<file path="src/hw/rtl/drmc_pkg.sv">
// Shared types, constants and helpers of the dual relay monoflop controller.
package drmc_pkg;

    // Width of the monoflop period and countdown registers (8 to 64).
    localparam int TIME_WIDTH = 32;

    // Depth of the decoded command queue between front and back.
    localparam int CMD_QUEUE_DEPTH = 4;

    // Depth of the result queue in the back part. It must hold at least two.
    localparam int RES_QUEUE_DEPTH = 4;

    // Opcodes on the input channel. The codes six and seven are unsupported.
    typedef enum logic [2:0] {
        OP_SET_BOTH = 3'd0,
        OP_GET_BOTH = 3'd1,
        OP_SET_MONO = 3'd2,
        OP_GET_MONO = 3'd3,
        OP_SET_ONE  = 3'd4,
        OP_TICK     = 3'd5
    } t_opcode;

    // Result kinds on the output channel.
    typedef enum logic [2:0] {
        KIND_ACK         = 3'd0,
        KIND_LEVELS      = 3'd1,
        KIND_MONO        = 3'd2,
        KIND_BAD_PARAM   = 3'd3,
        KIND_UNSUPPORTED = 3'd4,
        KIND_DONE        = 3'd5
    } t_kind;

    // Command classes after decoding in the front part.
    typedef enum logic [2:0] {
        CLS_SET_BOTH    = 3'd0,
        CLS_GET_BOTH    = 3'd1,
        CLS_SET_MONO    = 3'd2,
        CLS_GET_MONO    = 3'd3,
        CLS_SET_ONE     = 3'd4,
        CLS_TICK        = 3'd5,
        CLS_BAD_PARAM   = 3'd6,
        CLS_UNSUPPORTED = 3'd7
    } t_cmd_class;

    typedef struct packed {
        t_cmd_class            cls;
        logic                  sel;   // 0 addresses relay 1, 1 addresses relay 2
        logic                  lv1;
        logic                  lv2;
        logic [TIME_WIDTH-1:0] dur;
        logic                  calc;
        logic                  msg;
    } t_cmd;

    typedef struct packed {
        t_kind       kind;
        logic [1:0]  relay_id;
        logic        level_one;
        logic        level_two;
        logic [31:0] period;
        logic [31:0] remaining;
        logic        last;
    } t_result;

    // Fit a 32-bit port value into the timer width (truncate or zero-extend).
    function automatic logic [TIME_WIDTH-1:0] to_time(input logic [31:0] value);
        logic [TIME_WIDTH+31:0] wide;
        wide = {{TIME_WIDTH{1'b0}}, value};
        return wide[TIME_WIDTH-1:0];
    endfunction

    // Fit a timer value into a 32-bit port field (truncate or zero-extend).
    function automatic logic [31:0] to_port(input logic [TIME_WIDTH-1:0] value);
        logic [TIME_WIDTH+31:0] wide;
        wide = {32'd0, value};
        return wide[31:0];
    endfunction

endpackage

</file>
<file path="src/hw/rtl/drmc_front.sv">
// Front part: accepts input beats, decodes them and holds one decoded command.
module drmc_front (
    input  logic            i_clk,
    input  logic            i_rst_n,
    input  logic            i_valid,
    output logic            o_ready,
    input  logic [2:0]      i_opcode,
    input  logic [7:0]      i_relay_number,
    input  logic            i_first_level,
    input  logic            i_second_level,
    input  logic [31:0]     i_duration,
    input  logic            i_calc_tick,
    input  logic            i_message_tick,
    output logic            o_cmd_valid,
    output drmc_pkg::t_cmd  o_cmd,
    input  logic            i_cmd_ready
);

    logic           r_valid;
    drmc_pkg::t_cmd r_cmd;
    logic           n_valid;
    drmc_pkg::t_cmd n_cmd;
    logic           accept;
    logic           relay_ok;
    logic           keep;

    assign o_ready     = !r_valid || i_cmd_ready;
    assign accept      = i_valid && o_ready;
    assign o_cmd_valid = r_valid;
    assign o_cmd       = r_cmd;
    assign relay_ok    = (i_relay_number == 8'd1) || (i_relay_number == 8'd2);

    always_comb begin
        n_cmd      = '0;
        n_cmd.sel  = (i_relay_number == 8'd2);
        n_cmd.lv1  = i_first_level;
        n_cmd.lv2  = i_second_level;
        n_cmd.dur  = drmc_pkg::to_time(i_duration);
        n_cmd.calc = i_calc_tick;
        n_cmd.msg  = i_message_tick;
        keep       = 1'b1;
        unique case (i_opcode)
            drmc_pkg::OP_SET_BOTH: n_cmd.cls = drmc_pkg::CLS_SET_BOTH;
            drmc_pkg::OP_GET_BOTH: n_cmd.cls = drmc_pkg::CLS_GET_BOTH;
            drmc_pkg::OP_SET_MONO: begin
                n_cmd.cls = relay_ok ? drmc_pkg::CLS_SET_MONO : drmc_pkg::CLS_BAD_PARAM;
            end
            drmc_pkg::OP_GET_MONO: begin
                n_cmd.cls = relay_ok ? drmc_pkg::CLS_GET_MONO : drmc_pkg::CLS_BAD_PARAM;
            end
            drmc_pkg::OP_SET_ONE: begin
                n_cmd.cls = relay_ok ? drmc_pkg::CLS_SET_ONE : drmc_pkg::CLS_BAD_PARAM;
            end
            drmc_pkg::OP_TICK: begin
                // A tick with neither bit set does nothing and is dropped here.
                n_cmd.cls = drmc_pkg::CLS_TICK;
                keep      = i_calc_tick || i_message_tick;
            end
            default: n_cmd.cls = drmc_pkg::CLS_UNSUPPORTED;
        endcase
    end

    always_comb begin
        n_valid = r_valid && !i_cmd_ready;
        if (accept && keep) begin
            n_valid = 1'b1;
        end
    end

    always_ff @(posedge i_clk) begin
        if (!i_rst_n) begin
            r_valid <= 1'b0;
        end else begin
            r_valid <= n_valid;
        end
    end

    always_ff @(posedge i_clk) begin
        if (accept) begin
            r_cmd <= n_cmd;
        end
    end

endmodule

</file>
<file path="src/hw/rtl/drmc_cmd_queue.sv">
// Small FIFO of decoded commands between the front and back parts.
module drmc_cmd_queue (
    input  logic           i_clk,
    input  logic           i_rst_n,
    input  logic           i_push,
    input  drmc_pkg::t_cmd i_cmd,
    output logic           o_ready,
    output logic           o_valid,
    output drmc_pkg::t_cmd o_cmd,
    input  logic           i_pop
);

    localparam int PtrW = $clog2(drmc_pkg::CMD_QUEUE_DEPTH);
    localparam int CntW = $clog2(drmc_pkg::CMD_QUEUE_DEPTH + 1);
    localparam logic [PtrW-1:0] LastPtr = PtrW'(drmc_pkg::CMD_QUEUE_DEPTH - 1);
    localparam logic [CntW-1:0] FullCnt = CntW'(drmc_pkg::CMD_QUEUE_DEPTH);

    drmc_pkg::t_cmd  r_mem [drmc_pkg::CMD_QUEUE_DEPTH];
    logic [PtrW-1:0] r_wr_ptr;
    logic [PtrW-1:0] r_rd_ptr;
    logic [CntW-1:0] r_cnt;
    logic [PtrW-1:0] n_wr_ptr;
    logic [PtrW-1:0] n_rd_ptr;
    logic [CntW-1:0] n_cnt;
    logic            do_push;
    logic            do_pop;

    assign o_ready = (r_cnt != FullCnt);
    assign o_valid = (r_cnt != '0);
    assign o_cmd   = r_mem[r_rd_ptr];
    assign do_push = i_push && o_ready;
    assign do_pop  = i_pop && o_valid;

    always_comb begin
        n_wr_ptr = r_wr_ptr;
        n_rd_ptr = r_rd_ptr;
        n_cnt    = r_cnt;
        if (do_push) begin
            n_wr_ptr = (r_wr_ptr == LastPtr) ? '0 : r_wr_ptr + 1'b1;
        end
        if (do_pop) begin
            n_rd_ptr = (r_rd_ptr == LastPtr) ? '0 : r_rd_ptr + 1'b1;
        end
        if (do_push && !do_pop) begin
            n_cnt = r_cnt + 1'b1;
        end else if (do_pop && !do_push) begin
            n_cnt = r_cnt - 1'b1;
        end
    end

    always_ff @(posedge i_clk) begin
        if (!i_rst_n) begin
            r_wr_ptr <= '0;
            r_rd_ptr <= '0;
            r_cnt    <= '0;
        end else begin
            r_wr_ptr <= n_wr_ptr;
            r_rd_ptr <= n_rd_ptr;
            r_cnt    <= n_cnt;
        end
    end

    always_ff @(posedge i_clk) begin
        if (do_push) begin
            r_mem[r_wr_ptr] <= i_cmd;
        end
    end

endmodule

</file>
<file path="src/hw/rtl/drmc_back.sv">
// Back part: relay and monoflop state, command execution and the result queue.
module drmc_back (
    input  logic              i_clk,
    input  logic              i_rst_n,
    input  logic              i_cmd_valid,
    input  drmc_pkg::t_cmd    i_cmd,
    output logic              o_cmd_pop,
    output logic              o_valid,
    input  logic              i_ready,
    output drmc_pkg::t_result o_result
);

    localparam int TW   = drmc_pkg::TIME_WIDTH;
    localparam int PtrW = $clog2(drmc_pkg::RES_QUEUE_DEPTH);
    localparam int CntW = $clog2(drmc_pkg::RES_QUEUE_DEPTH + 1);
    localparam logic [PtrW-1:0] LastPtr  = PtrW'(drmc_pkg::RES_QUEUE_DEPTH - 1);
    localparam logic [CntW-1:0] RoomCnt  = CntW'(drmc_pkg::RES_QUEUE_DEPTH - 2);

    // Relay and timer state.
    logic [1:0]    r_level;
    logic [1:0]    r_pending;
    logic [TW-1:0] r_period [2];
    logic [TW-1:0] r_remain [2];
    logic [1:0]    n_level;
    logic [1:0]    n_pending;
    logic [TW-1:0] n_period [2];
    logic [TW-1:0] n_remain [2];

    // Result queue.
    drmc_pkg::t_result r_res_q [drmc_pkg::RES_QUEUE_DEPTH];
    logic [PtrW-1:0]   r_wr_ptr;
    logic [PtrW-1:0]   r_rd_ptr;
    logic [CntW-1:0]   r_res_cnt;
    logic [PtrW-1:0]   n_wr_ptr;
    logic [PtrW-1:0]   n_rd_ptr;
    logic [PtrW-1:0]   wr_ptr_next;
    logic [CntW-1:0]   n_res_cnt;

    drmc_pkg::t_result res [2];
    logic [1:0]        res_num;
    logic              pop;
    logic              out_pop;
    logic              sel;
    logic              done0;
    logic              done1;

    assign sel       = i_cmd.sel;
    assign pop       = i_cmd_valid && (r_res_cnt <= RoomCnt);
    assign o_cmd_pop = pop;
    assign o_valid   = (r_res_cnt != '0);
    assign o_result  = r_res_q[r_rd_ptr];
    assign out_pop   = o_valid && i_ready;

    always_comb begin
        n_level   = r_level;
        n_pending = r_pending;
        n_period  = r_period;
        n_remain  = r_remain;
        res[0]    = '0;
        res[1]    = '0;
        res_num   = 2'd0;
        done0     = 1'b0;
        done1     = 1'b0;
        if (pop) begin
            unique case (i_cmd.cls)
                drmc_pkg::CLS_SET_BOTH: begin
                    n_level     = {i_cmd.lv2, i_cmd.lv1};
                    n_period[0] = '0;
                    n_period[1] = '0;
                    n_remain[0] = '0;
                    n_remain[1] = '0;
                    res[0].kind = drmc_pkg::KIND_ACK;
                    res_num     = 2'd1;
                end
                drmc_pkg::CLS_GET_BOTH: begin
                    res[0].kind      = drmc_pkg::KIND_LEVELS;
                    res[0].level_one = r_level[0];
                    res[0].level_two = r_level[1];
                    res_num          = 2'd1;
                end
                drmc_pkg::CLS_SET_MONO: begin
                    n_level[sel]  = i_cmd.lv1;
                    n_period[sel] = i_cmd.dur;
                    n_remain[sel] = i_cmd.dur;
                    res[0].kind   = drmc_pkg::KIND_ACK;
                    res_num       = 2'd1;
                end
                drmc_pkg::CLS_GET_MONO: begin
                    res[0].kind      = drmc_pkg::KIND_MONO;
                    res[0].relay_id  = sel ? 2'd2 : 2'd1;
                    res[0].level_one = r_level[sel];
                    res[0].period    = drmc_pkg::to_port(r_period[sel]);
                    res[0].remaining = drmc_pkg::to_port(r_remain[sel]);
                    res_num          = 2'd1;
                end
                drmc_pkg::CLS_SET_ONE: begin
                    n_level[sel]  = i_cmd.lv1;
                    n_period[sel] = '0;
                    n_remain[sel] = '0;
                    res[0].kind   = drmc_pkg::KIND_ACK;
                    res_num       = 2'd1;
                end
                drmc_pkg::CLS_TICK: begin
                    // Countdown step first; an expiry here is reported by the same tick.
                    if (i_cmd.calc) begin
                        for (int i = 0; i < 2; i++) begin
                            if (r_remain[i] != '0) begin
                                n_remain[i] = r_remain[i] - 1'b1;
                                if (r_remain[i] == TW'(1)) begin
                                    n_level[i]   = !r_level[i];
                                    n_pending[i] = 1'b1;
                                end
                            end
                        end
                    end
                    if (i_cmd.msg) begin
                        done0 = n_pending[0];
                        done1 = n_pending[1];
                        n_pending = 2'b00;
                    end
                    if (done0) begin
                        res[0].kind      = drmc_pkg::KIND_DONE;
                        res[0].relay_id  = 2'd1;
                        res[0].level_one = n_level[0];
                    end
                    if (done1) begin
                        res[done0].kind      = drmc_pkg::KIND_DONE;
                        res[done0].relay_id  = 2'd2;
                        res[done0].level_one = n_level[1];
                    end
                    res_num = {1'b0, done0} + {1'b0, done1};
                end
                drmc_pkg::CLS_BAD_PARAM: begin
                    res[0].kind = drmc_pkg::KIND_BAD_PARAM;
                    res_num     = 2'd1;
                end
                drmc_pkg::CLS_UNSUPPORTED: begin
                    res[0].kind = drmc_pkg::KIND_UNSUPPORTED;
                    res_num     = 2'd1;
                end
                default: begin
                    res_num = 2'd0;
                end
            endcase
        end
        res[0].last = (res_num == 2'd1);
        res[1].last = 1'b1;
    end

    always_comb begin
        wr_ptr_next = (r_wr_ptr == LastPtr) ? '0 : r_wr_ptr + 1'b1;
        n_wr_ptr    = r_wr_ptr;
        if (res_num == 2'd1) begin
            n_wr_ptr = wr_ptr_next;
        end else if (res_num == 2'd2) begin
            n_wr_ptr = (wr_ptr_next == LastPtr) ? '0 : wr_ptr_next + 1'b1;
        end
        n_rd_ptr = r_rd_ptr;
        if (out_pop) begin
            n_rd_ptr = (r_rd_ptr == LastPtr) ? '0 : r_rd_ptr + 1'b1;
        end
        n_res_cnt = r_res_cnt + CntW'(res_num) - CntW'(out_pop);
    end

    always_ff @(posedge i_clk) begin
        if (!i_rst_n) begin
            r_level     <= '0;
            r_pending   <= '0;
            r_period[0] <= '0;
            r_period[1] <= '0;
            r_remain[0] <= '0;
            r_remain[1] <= '0;
            r_wr_ptr    <= '0;
            r_rd_ptr    <= '0;
            r_res_cnt   <= '0;
        end else begin
            r_level   <= n_level;
            r_pending <= n_pending;
            r_period  <= n_period;
            r_remain  <= n_remain;
            r_wr_ptr  <= n_wr_ptr;
            r_rd_ptr  <= n_rd_ptr;
            r_res_cnt <= n_res_cnt;
        end
    end

    always_ff @(posedge i_clk) begin
        if (res_num != 2'd0) begin
            r_res_q[r_wr_ptr] <= res[0];
        end
        if (res_num == 2'd2) begin
            r_res_q[wr_ptr_next] <= res[1];
        end
    end

endmodule

</file>
<file path="src/hw/rtl/dual_relay_monoflop_controller.sv">
// Top level of the dual relay monoflop controller.
//
//  Channel  | Handshake          | Beat contents
//  ---------+--------------------+----------------------------------------------
//  input    | i_valid / o_ready  | opcode, relay number, levels, duration, ticks
//  output   | o_valid / i_ready  | kind, relay id, levels, period, remaining, last
//
// One input beat is taken per cycle in steady state while the output is not
// stalled; its first result passes the front register, the command queue and
// the result queue before it reaches the output.
// The result queue in the back part bounds the rate: a command enters execution
// only while that queue has room for two results, and each ready cycle drains one.
// Reset (i_rst_n low at a clock edge) turns both relays off, clears all timers
// and pending done events and empties both queues. Either side may stall freely.
//
// The front part decodes each beat into a command class, catching bad relay
// numbers and unsupported opcodes, and drops ticks that carry neither tick bit
// since they change nothing and produce no result. Decoded commands wait in a
// short queue, so a stalled consumer does not immediately stall the producer.
// The back part holds the relay levels, monoflop periods, countdowns and
// pending done flags. A calculation tick decrements every running countdown;
// one that reaches zero toggles its relay and marks a done event. A message
// tick reports pending done events, relay 1 first, within the same tick.
// Every command yields exactly one result; a tick yields zero to two, and the
// final result of each input beat carries o_last.
module dual_relay_monoflop_controller (
    input  logic        i_clk,
    input  logic        i_rst_n,
    input  logic        i_valid,
    output logic        o_ready,
    input  logic [2:0]  i_opcode,
    input  logic [7:0]  i_relay_number,
    input  logic        i_first_level,
    input  logic        i_second_level,
    input  logic [31:0] i_duration,
    input  logic        i_calc_tick,
    input  logic        i_message_tick,
    output logic        o_valid,
    input  logic        i_ready,
    output logic [2:0]  o_kind,
    output logic [1:0]  o_relay_id,
    output logic        o_level_one,
    output logic        o_level_two,
    output logic [31:0] o_period,
    output logic [31:0] o_remaining,
    output logic        o_last
);

    logic              front_valid;
    drmc_pkg::t_cmd    front_cmd;
    logic              queue_ready;
    logic              queue_valid;
    drmc_pkg::t_cmd    queue_cmd;
    logic              queue_pop;
    drmc_pkg::t_result result;

    drmc_front u_front (
        .i_clk          (i_clk),
        .i_rst_n        (i_rst_n),
        .i_valid        (i_valid),
        .o_ready        (o_ready),
        .i_opcode       (i_opcode),
        .i_relay_number (i_relay_number),
        .i_first_level  (i_first_level),
        .i_second_level (i_second_level),
        .i_duration     (i_duration),
        .i_calc_tick    (i_calc_tick),
        .i_message_tick (i_message_tick),
        .o_cmd_valid    (front_valid),
        .o_cmd          (front_cmd),
        .i_cmd_ready    (queue_ready)
    );

    drmc_cmd_queue u_cmd_queue (
        .i_clk   (i_clk),
        .i_rst_n (i_rst_n),
        .i_push  (front_valid),
        .i_cmd   (front_cmd),
        .o_ready (queue_ready),
        .o_valid (queue_valid),
        .o_cmd   (queue_cmd),
        .i_pop   (queue_pop)
    );

    drmc_back u_back (
        .i_clk       (i_clk),
        .i_rst_n     (i_rst_n),
        .i_cmd_valid (queue_valid),
        .i_cmd       (queue_cmd),
        .o_cmd_pop   (queue_pop),
        .o_valid     (o_valid),
        .i_ready     (i_ready),
        .o_result    (result)
    );

    // Result fields onto their ports.
    assign o_kind      = result.kind;
    assign o_relay_id  = result.relay_id;
    assign o_level_one = result.level_one;
    assign o_level_two = result.level_two;
    assign o_period    = result.period;
    assign o_remaining = result.remaining;
    assign o_last      = result.last;

endmodule

</file>
<file path="config.mk">
export PLATFORM = sky130hd
export DESIGN_NAME = dual_relay_monoflop_controller
export DESIGN_NICKNAME = d
export VERILOG_FILES = /design/src/hw/rtl/drmc_pkg.sv /design/src/hw/rtl/drmc_front.sv /design/src/hw/rtl/drmc_cmd_queue.sv /design/src/hw/rtl/drmc_back.sv /design/src/hw/rtl/dual_relay_monoflop_controller.sv
export SDC_FILE = /design/constraint.sdc
export NUM_CORES = 1
export LEC_CHECK = 0
export BUFFER_PORTS_ARGS = -buffer_cell sky130_fd_sc_hd__buf_2
export CAP_MARGIN = 20
export CORE_MARGIN = 2
export CORE_UTILIZATION = 56
export CTS_CLUSTER_SIZE = 25
export DETAILED_ROUTE_END_ITERATION = 6
export GPL_TIMING_DRIVEN = 0
export PLACE_DENSITY = 0.76
export SLEW_MARGIN = 20
export SYNTH_ARGS = -nofsm -noshare
export SYNTH_HDL_FRONTEND = slang
export SYNTH_SLANG_ARGS = --single-unit
</file>
<file path="constraint.sdc">
create_clock -name i_clk -period 9 [get_ports i_clk]
set_clock_uncertainty 0.1 [all_clocks]
set_input_delay 0.45 -clock i_clk [delete_from_list [all_inputs] [get_ports i_clk]]
set_output_delay 0.45 -clock i_clk [all_outputs]
set_load 0.02 [all_outputs]
</file>
* Word level (Yosys, flattened, before mapping) *
Memory sizes are Yosys's and may differ from the RTL's. A register that Yosys moved wholly into a read port is not among the register bits.
Cells that the tools add are included.

storage, ports and cells
  output and inout bits = 74
  register bits = 187
  word-level logic and storage cells = 202
  bits in writable memories = 448
  bits of input ports = 51
  memories kept = 2

operators by class
  order comparisons = 7
  add/subtract/negate cells = 12
  eq/ne operators = 27
  bitwise gates (word level) = 5
  mux-type cells = 88
  reductions and logical operators = 41

memories
  memory             depth  bits a word  rd ports  clocked after memory_dff  write ports  line                  text
  u_back.r_res_q     4      72           1         1                         2            drmc_back.sv:30       drmc_pkg::t_result r_res_q [drmc_pkg::RES_QUEUE_DEPTH];
  u_cmd_queue.r_mem  4      40           1         1                         1            drmc_cmd_queue.sv:18  drmc_pkg::t_cmd r_mem [drmc_pkg::CMD_QUEUE_DEPTH];

operators by type and width
  kind                                                  number
  bitwise mux 144 bit                                   3
  2-to-1 mux 144 bit                                    2
  2-to-1 mux 32 bit                                     9
  one-hot mux 64 bit (4 select lines)                   1
  demux 72 bit (select 1 bit)                           3
  one-hot mux 64 bit (3 select lines)                   1
  AND 64 bit                                            2
  bitwise mux 64 bit                                    2
  one-hot mux 64 bit (2 select lines)                   1
  2-to-1 mux 73 bit                                     1
  2-to-1 mux 72 bit                                     1
  2-to-1 mux 69 bit                                     1
  2-to-1 mux 67 bit                                     1
  equality test 32 x 1 -> 1 bit, second input constant  2
  2-to-1 mux 64 bit                                     1
  inverter 64 bit                                       1
  nonzero test 32 bit                                   2
  subtractor 32 x 1 -> 32 bit, second input constant    2
  2-to-1 mux 2 bit                                      19
  one-hot mux 3 bit (6 select lines)                    2
  demux 32 bit (select 1 bit)                           1
  2-to-1 mux 1 bit                                      25
  equality test 3 bit, second input constant            6
  2-to-1 mux 6 bit                                      3
  other kinds (40)                                      88

* Logic depth before layout (Yosys ltp) *
Gate-level depths: netlist of the first run.

  depth after elaboration = 18
  mapped depth = 19
  gate-level depth less buffers = 16

* Modules after synthesis *
Synthesis of the first run repeated with hierarchy kept, for this count alone.

second synthesis, totals
  cells, all modules = 2160
  area total of the unflattened synthesis = 27800.4 µm²

modules (own cells, without submodules)
  module          cells an instance  sequential area each (µm²)  area an instance (µm²)  times used
  drmc_back       1844               11431.0                     20228.2                 1
  drmc_cmd_queue  260                4984.8                      6246.0                  1
  drmc_front      56                 1221.2                      1326.3                  1

* Least setup slack after synthesis of the first run *
OpenSTA, ideal clock, no wires.

  kind = register to register
  from = reg u_back.r_remain[44] in the netlist's numbering
  to = mem u_back.r_res_q[1][0] in the netlist's numbering
  data required time = 8.821 ns
  library setup time = 0.079 ns
  cell stages (with the launch flop) = 13
  buffers on the path = 0
  clock period less this slack = 8.367 ns
  slack = 0.633 ns
  arrival time = 8.188 ns
  path through = dfxtp_1 -> or4_1 -> nand4bb_1 -> nor3_1 -> nor2_1 -> nor2b_1 -> ha_1 -> nor2_1 -> nor2_1 -> inv_1 -> ha_1 -> o21ai_0 -> o22a_1

RTL lines
  item                      line              text
  start: declaration        drmc_back.sv:23   logic [TW-1:0] r_remain [2];
  start signal: assignment  drmc_back.sv:180  r_remain <= n_remain;
  end: declaration          drmc_back.sv:30

==> metrics, run 1 <==
vias in the first global route=19,900; critical path endpoint category=flip-flop; number of diodes=0; initial antenna violation count=3; status=complete, no violations; area grow syn2layout=15.9%; worst skew pair latency=0.61 ns; Logic pwr share=0.395; Setup CP Type=flip-flop to flip-flop; vias per cell=6.45; I/O pin count=125; slew margin rel.=0.257; Peak VDD IR=189 uV; GPL Wtd Cong=1.01; Starting Density=0.569; Post-synth EDFFs=484; drt drc=0; multi-input logic area=9630 sq um; Period Utilization, post-route=0.738; Pre-Repair DR Iteration Count=6; pwr/cell area=329 nW/um^2; crit path max fanout=10; post-synthesis cell type count=93; P_int=6.52 mW; DIE AREA=51,700 sq um; Finished Layout Cells=3,108; commonest non-fill, non-tap cell in the layout=edfxtp_1; fraction of layout cells with a size suffix above 1=0.171; Req. time, crit path=9.21 ns; RSZ-0062 raised after global routing=no; Worst Hold Class=input pin to flip-flop; dpl hpwl=60.5 mm; mapped cell area=28,000 sq um; clock share of power=0.244; Seq cells post-synth=639; Static Leak=10.8 nW; synth warn=0; Main synth FF type=edfxtp_1; Worst EP arrival=6.86 ns; PortBufs=124; Final Slew Violations=0; CTS Sinks=639; Synth async-reset ratio=0; switch share=0.389; global-route wire length before repair=127 mm; cts bufs inserted=66; antenna-violating nets left=0; most frequent cells in the layout=484 x edfxtp_1, 373 x nor2_1, 155 x dfxtp_1; row cnt=81; worst slew pin tran=1.11 ns; P_sw=4.15 mW; Clock transition at path regs=0.06 ns; die width=227 microns; Tmin final=6.65 ns; syn nets=2,229; routed wire length=86.5 mm; final hold vios=0; vias=20,100; startpoint type of the worst setup path=flip-flop; Flop pwr share=0.362; Synth Area per Inst=13.0 sq um; largest net degree at the start of global routing=36; CTS tree=built; GRT overflow=0; dpl cells=2,953; FF+latch area=17,600 sq um; H-Tree Level Count=3; drt wl/cell=27.8 microns; Clock Tree Root=clkbuf_16; # fillers=3,566; GRT Total Usage=0.341; core area=49,200 sq um; First DRT Iteration DRCs=2,401; f_max=150 MHz; CTS Buffer Depth=3; nets@finish=2,477; total power=10.7 mW; Die H=227 microns; # setup viols final=0; Gate Count Post-Synth=2,145; Max-Cap Viols=0; Seq/Total Area, Yosys=0.631
## logic make-up after synthesis
logic type | after synthesis | share of synthesized area
XOR/XNOR | 22 | 0.00689
AND/OR/NAND/NOR | 658 | 0.107
multiplexers | 182 | 0.115
flip-flops | 639 | 0.631
AO/OA/AOI/OAI | 418 | 0.0967
adder cells (fa/ha/maj) | 33 | 0.0153
buffers and inverters | 193 | 0.0280
## state kept, by name, indices dropped and copies added, names as in the netlist, named ones only
register,cells
u_back.r_res_q,288
u_cmd_queue.r_mem,160
u_back.r_period,64
u_back.r_remain,64
u_front.o_cmd,40
u_back.r_res_cnt,3
u_cmd_queue.r_cnt,3
u_back.r_level,2
u_back.r_pending,2
u_back.r_rd_ptr,2
u_back.r_wr_ptr,2
u_cmd_queue.r_rd_ptr,2
u_cmd_queue.r_wr_ptr,2
u_front.o_cmd_valid,1
## critical path, stage by stage (launching register included)
cell and delay, ns:
dfxtp_1 0.31, clkbuf_1 0.30, mux4_2 0.31, buf_4 0.19, clkbuf_1 0.42, nand3b_1 0.62
buf_2 0.49, buf_1 0.47, nor2_1 0.23, nor2_1 0.12, inv_1 0.10, ha_1 0.14
clkbuf_1 0.28, nand2_1 0.21, nand3b_1 0.38, or3_1 0.18, clkbuf_1 0.72, clkbuf_1 0.66
nor2_1 0.10
## area by class of cell
type,instances,share of cell area
Buffer,152,0.0195
Clock buffer,86,0.0552
Clock inverter,33,0.00718
Inverter,41,0.00475
Multi-Input combinational cell,1313,0.297
Sequential cell,639,0.544
Tap cell,664,0.0256
Timing Repair Buffer,180,0.0466
## cells in the mapped netlist, drive strengths merged, types with 4 or more instances
master   instances  area share
nand4           13      0.0029
mux2i           69       0.025
o31ai            9      0.0024
a31oi           13      0.0029
a22o            15      0.0047
nor3b            4      0.0011
o41ai            5      0.0022
a211oi           8      0.0023
buf             45      0.0082
o32ai            7      0.0022
ha              31       0.014
nor3            40      0.0073
a32o            15      0.0054
a21o             5      0.0013
a311oi           8      0.0025
nor2           374       0.050
nand2b           6      0.0013
o2bb2ai          5      0.0016
o21ai          119       0.021
a22oi            6      0.0016
o22a             4      0.0013
or4             10      0.0027
mux4           112       0.090
clkbuf         107       0.014
nand3           30      0.0054
xor2            11      0.0034
xnor2           11      0.0034
nand2           92       0.012
or3             12      0.0027
a32oi            4      0.0013
dfxtp          155        0.11
o22ai           38      0.0087
inv             41      0.0055
o221a            4      0.0016
o2111ai          4      0.0013
nor4            26      0.0066
a21oi          115       0.021
nor2b            5      0.0011
and2            22      0.0049
o21a             4      0.0011
edfxtp         484        0.52
o311ai           5      0.0016
nand3b           5      0.0013
## path summary, 6_finish.rpt
path         slack (ns)                    end            startpoint  cells past startpoint
max                2.35  u_back.r_res_q[3][17]             flip-flop                     18
min reg2reg        0.37   u_back.r_res_q[1][0]  u_back.r_res_q[1][0]                      1
max reg2reg        2.35  u_back.r_res_q[3][17]             flip-flop                     18
min                0.05    u_front.o_cmd_valid               i_valid                      3
## per-layer routing
layer  part of all wire  wire [microns]  vias to the layer above  global-route usage
met3               0.10            8700                      195              0.0812
met4              0.047            4050                        0               0.159
met5                  0               0                        -                   0
met1               0.39           33400                    10000               0.450
li1                   -               -                     8670                   -
met2               0.47           40400                     1156               0.540
## power by group through the flow
stage	Clock [mW]	Combinational, mW	Sequential, mW
3_5_place_dp	0	4.08	3.91
5_1_grt	2.73	4.43	3.90
6_report	2.60	4.21	3.86
2_1_floorplan	0	2.61	3.90
3_3_place_gp	0	3.89	4.00
4_1_cts	2.63	4.11	3.85
## stage by stage
step           utilization  area (sq um)  setup slack [ns]  hold slack [ns]  setup TNS, ns
2_1_floorplan            -         28000             0.633            0.331              0
3_3_place_gp         0.599         29400             -4.51            0.340       -1263.65
3_5_place_dp         0.611         30000              2.55            0.355              0
4_1_cts              0.659         32400              2.52           0.0206              0
5_1_grt              0.659         32400              2.12           0.0433              0
6_report             0.659         32400              2.35           0.0549              0
## timing repair
| action | CTS | global route |
|---|---|---|
| resized for setup | 0 | 0 |
| hold buffers | 36 | 0 |
| hold endpoints to repair | 36 | 0 |
| setup buffers | 0 | 0 |
Power figures use the tool's default switching activity.
==> inputs of run 2 (changes only) <==
==> constraint.sdc (replaced) <==
create_clock -name i_clk -period 6.06 [get_ports i_clk]
set_clock_uncertainty 0.1 [all_clocks]
set_input_delay 0.303 -clock i_clk [delete_from_list [all_inputs] [get_ports i_clk]]
set_output_delay 0.303 -clock i_clk [all_outputs]
set_load 0.02 [all_outputs]
==> run 2 against run 1 <==
  * Hold slack better by 0.073 ns
  * Critical path depth is 1 lower
  * Register-to-register slack worse by 2.2 ns
  * Via count is 0.31% higher
  * Cell area is 0.24% higher
  * Non-clock buffer count is 5 higher
  * Clock power is 50% higher
  * Global-route usage is 0.77 points lower
  * Critical path type unchanged
  * Final cell count hardly changed
==> metrics, run 2 (same netlist as run 1, synthesis figures left out) <==
Max stage delay cell, worst path=or3_2; drt wl/cell=27.4 microns (-1.5%); f_max=170 MHz (+13%); vias=20,100 (+0.31%); # setup viols final=0 (unchanged); routed wire length=85.3 mm (-1.4%); CP top delay family=buffers and inverters; nets@finish=2,477 (unchanged); drt drc=0 (unchanged); vias per cell=6.47 (+0.24%); Req. time, crit path=6.44 ns (-2.77 ns); CTS Buffer Depth=3 (unchanged); Final Slew Violations=0 (unchanged); Period Utilization, post-route=0.971 (+0.233); Worst EP arrival=6.27 ns (-0.59 ns); Die H=227 microns (unchanged); most frequent CP cell=clkbuf_1; critical hold path startpoint=i_rst_n; setup_tns=0 ns (unchanged); Placed Area=30,000 sq um (about the same); PortBufs=124 (unchanged); row cnt=81 (unchanged); Max-Cap Viols=0 (unchanged); min setup slack post-route=0.173 ns (-2.18 ns); commonest non-fill, non-tap cell in the layout=edfxtp_1; Starting Density=0.569 (unchanged); startpoint type of the worst setup path=flip-flop; Max stage delay on crit path=0.82 ns (+0.10 ns); largest registers=u_back.r_res_q: 288 flops, u_cmd_queue.r_mem: 160 flops; critical path endpoint category=flip-flop; Finished Cell Area=32,500 sq um (+0.24%); cts bufs inserted=61 (-7.6%); CTS Sinks=639 (unchanged); Static Leak=10.8 nW (+0.33%); Peak VDD IR=290 uV (+54%); worst slew pin tran=1.13 ns (+0.0112 ns); global-route wire length before repair=125 mm (-1.2%); die width=227 microns (unchanged); GPL Wtd Cong=1.02 (+1.3%); final hold vios=0 (unchanged); CTS tree=built; Most flops, register=u_back.r_res_q; GRT overflow=0 (unchanged); CP bufs+invs=8 (-1); largest net degree at the start of global routing=36 (unchanged); pwr/cell area=488 nW/um^2 (+48%); area grow syn2layout=16.2%; RSZ-0062 raised after global routing=no; H-Tree Level Count=2 (-1); dpl hpwl=59.2 mm (-2.1%); Setup CP Type=flip-flop to flip-flop; core area=49,200 sq um (unchanged); worst slack at placement=-0.119 ns (-2.67 ns); DIE AREA=51,700 sq um (unchanged); antenna-violating nets left=0 (unchanged); Clock transition at path regs=0.07 ns (about the same); Worst Hold Class=input pin to flip-flop; Hold Slack=0.128 ns (+0.0732 ns); I/O pin count=125 (unchanged); # fillers=3,537 (-0.81%); Tmin final=5.89 ns (-0.759 ns); slew margin rel.=0.250 (-0.00748); GRT Total Usage=0.334 (-0.00775); status=complete, no violations; First DRT Iteration DRCs=2,336 (-2.7%); Pre-Repair DR Iteration Count=5 (-1); worst skew pair latency=0.64 ns (+0.03 ns); initial antenna violation count=2 (-1); max reg flops=288 (unchanged); most frequent cells in the layout=484 x edfxtp_1, 373 x nor2_1, 155 x dfxtp_1; critical path, cell by cell=clkbuf_1 > mux4_2 > buf_4 > clkbuf_1 > nand3b_1 > buf_2 > buf_2 > nor2_1 > nor2_1 > inv_1 > ha_1 > clkbuf_1 > nand2_1 > nand3b_1 > or3_2 > clkbuf_1 > nor2_1; fraction of layout cells with a size suffix above 1=0.172 (+0.000818); Clock Tree Root=clkbuf_16; vias in the first global route=19,700 (-1.1%); crit path max fanout=10 (unchanged)
## run 2: worst paths after layout
path | end | slack, ns | cells past startpoint
worst max-delay path | u_back.r_res_q[0][12] | 0.17 | 17
worst min-delay path | u_back.r_remain[4] | 0.13 | 4
worst max register to register | u_back.r_res_q[0][12] | 0.17 | 17
worst min register to register | u_back.r_res_q[2][0] | 0.36 | 1
## run 2: area by class of cell
type	count	area (sq um)	area share
inverters	41	154	0.00474
repair buffers	189	1590	0.0489
diodes	2	5.00	0.000154
well taps	664	831	0.0256
multi-input cells	1313	9630	0.296
plain buffers	148	622	0.0191
clock inverters	37	390	0.0120
clock buffers	77	1640	0.0504
flip-flops and latches	639	17600	0.543
## run 2: metrics by stage
stage | instances | power (mW) | util
2_1_floorplan | 2145 | 9.63 | -
3_3_place_gp | 2933 | 11.6 | 0.599
3_5_place_dp | 2952 | 11.8 | 0.610
4_1_cts | 3109 | 15.7 | 0.661
5_1_grt | 3108 | 16.4 | 0.661
6_report | 3110 | 15.8 | 0.661
## run 2: where the power goes
group	internal, mW	total [mW]	leakage [nW]	switching, mW
Clock	2.21	3.89	0.994	1.68
Sequential	5.43	5.73	5.67	0.304
Combinational	2.11	6.22	4.18	4.11
Total	9.75	15.8	10.8	6.10
## run 2: worst register-to-register path, delay by kind of cell, from the launching register on
kind                       cells  cell delay (ns)
adders and majority gates      1             0.18
and+or+nand+nor                7             2.33
muxes                          1             0.42
DFF                            1             0.32
buffers and inverters          8             2.36
## run 2: per-layer routing
metal | global-route usage | wire [microns] | vias to the layer above
met5 | 0 | 0 | -
met4 | 0.144 | 4220 | 0
met3 | 0.0684 | 7750 | 233
met2 | 0.537 | 40000 | 1147
met1 | 0.443 | 33300 | 10100
li1 | - | - | 8663
## run 2: timing repair
action | in CTS | in global routing
hold buffers | 46 | 0
resized for setup | 1 | 9
setup endpoints to repair | 158 | 245
endpoints found under the hold margin | 43 | 0
buffers inserted | 0 | 0
pin swaps | 0 | 1
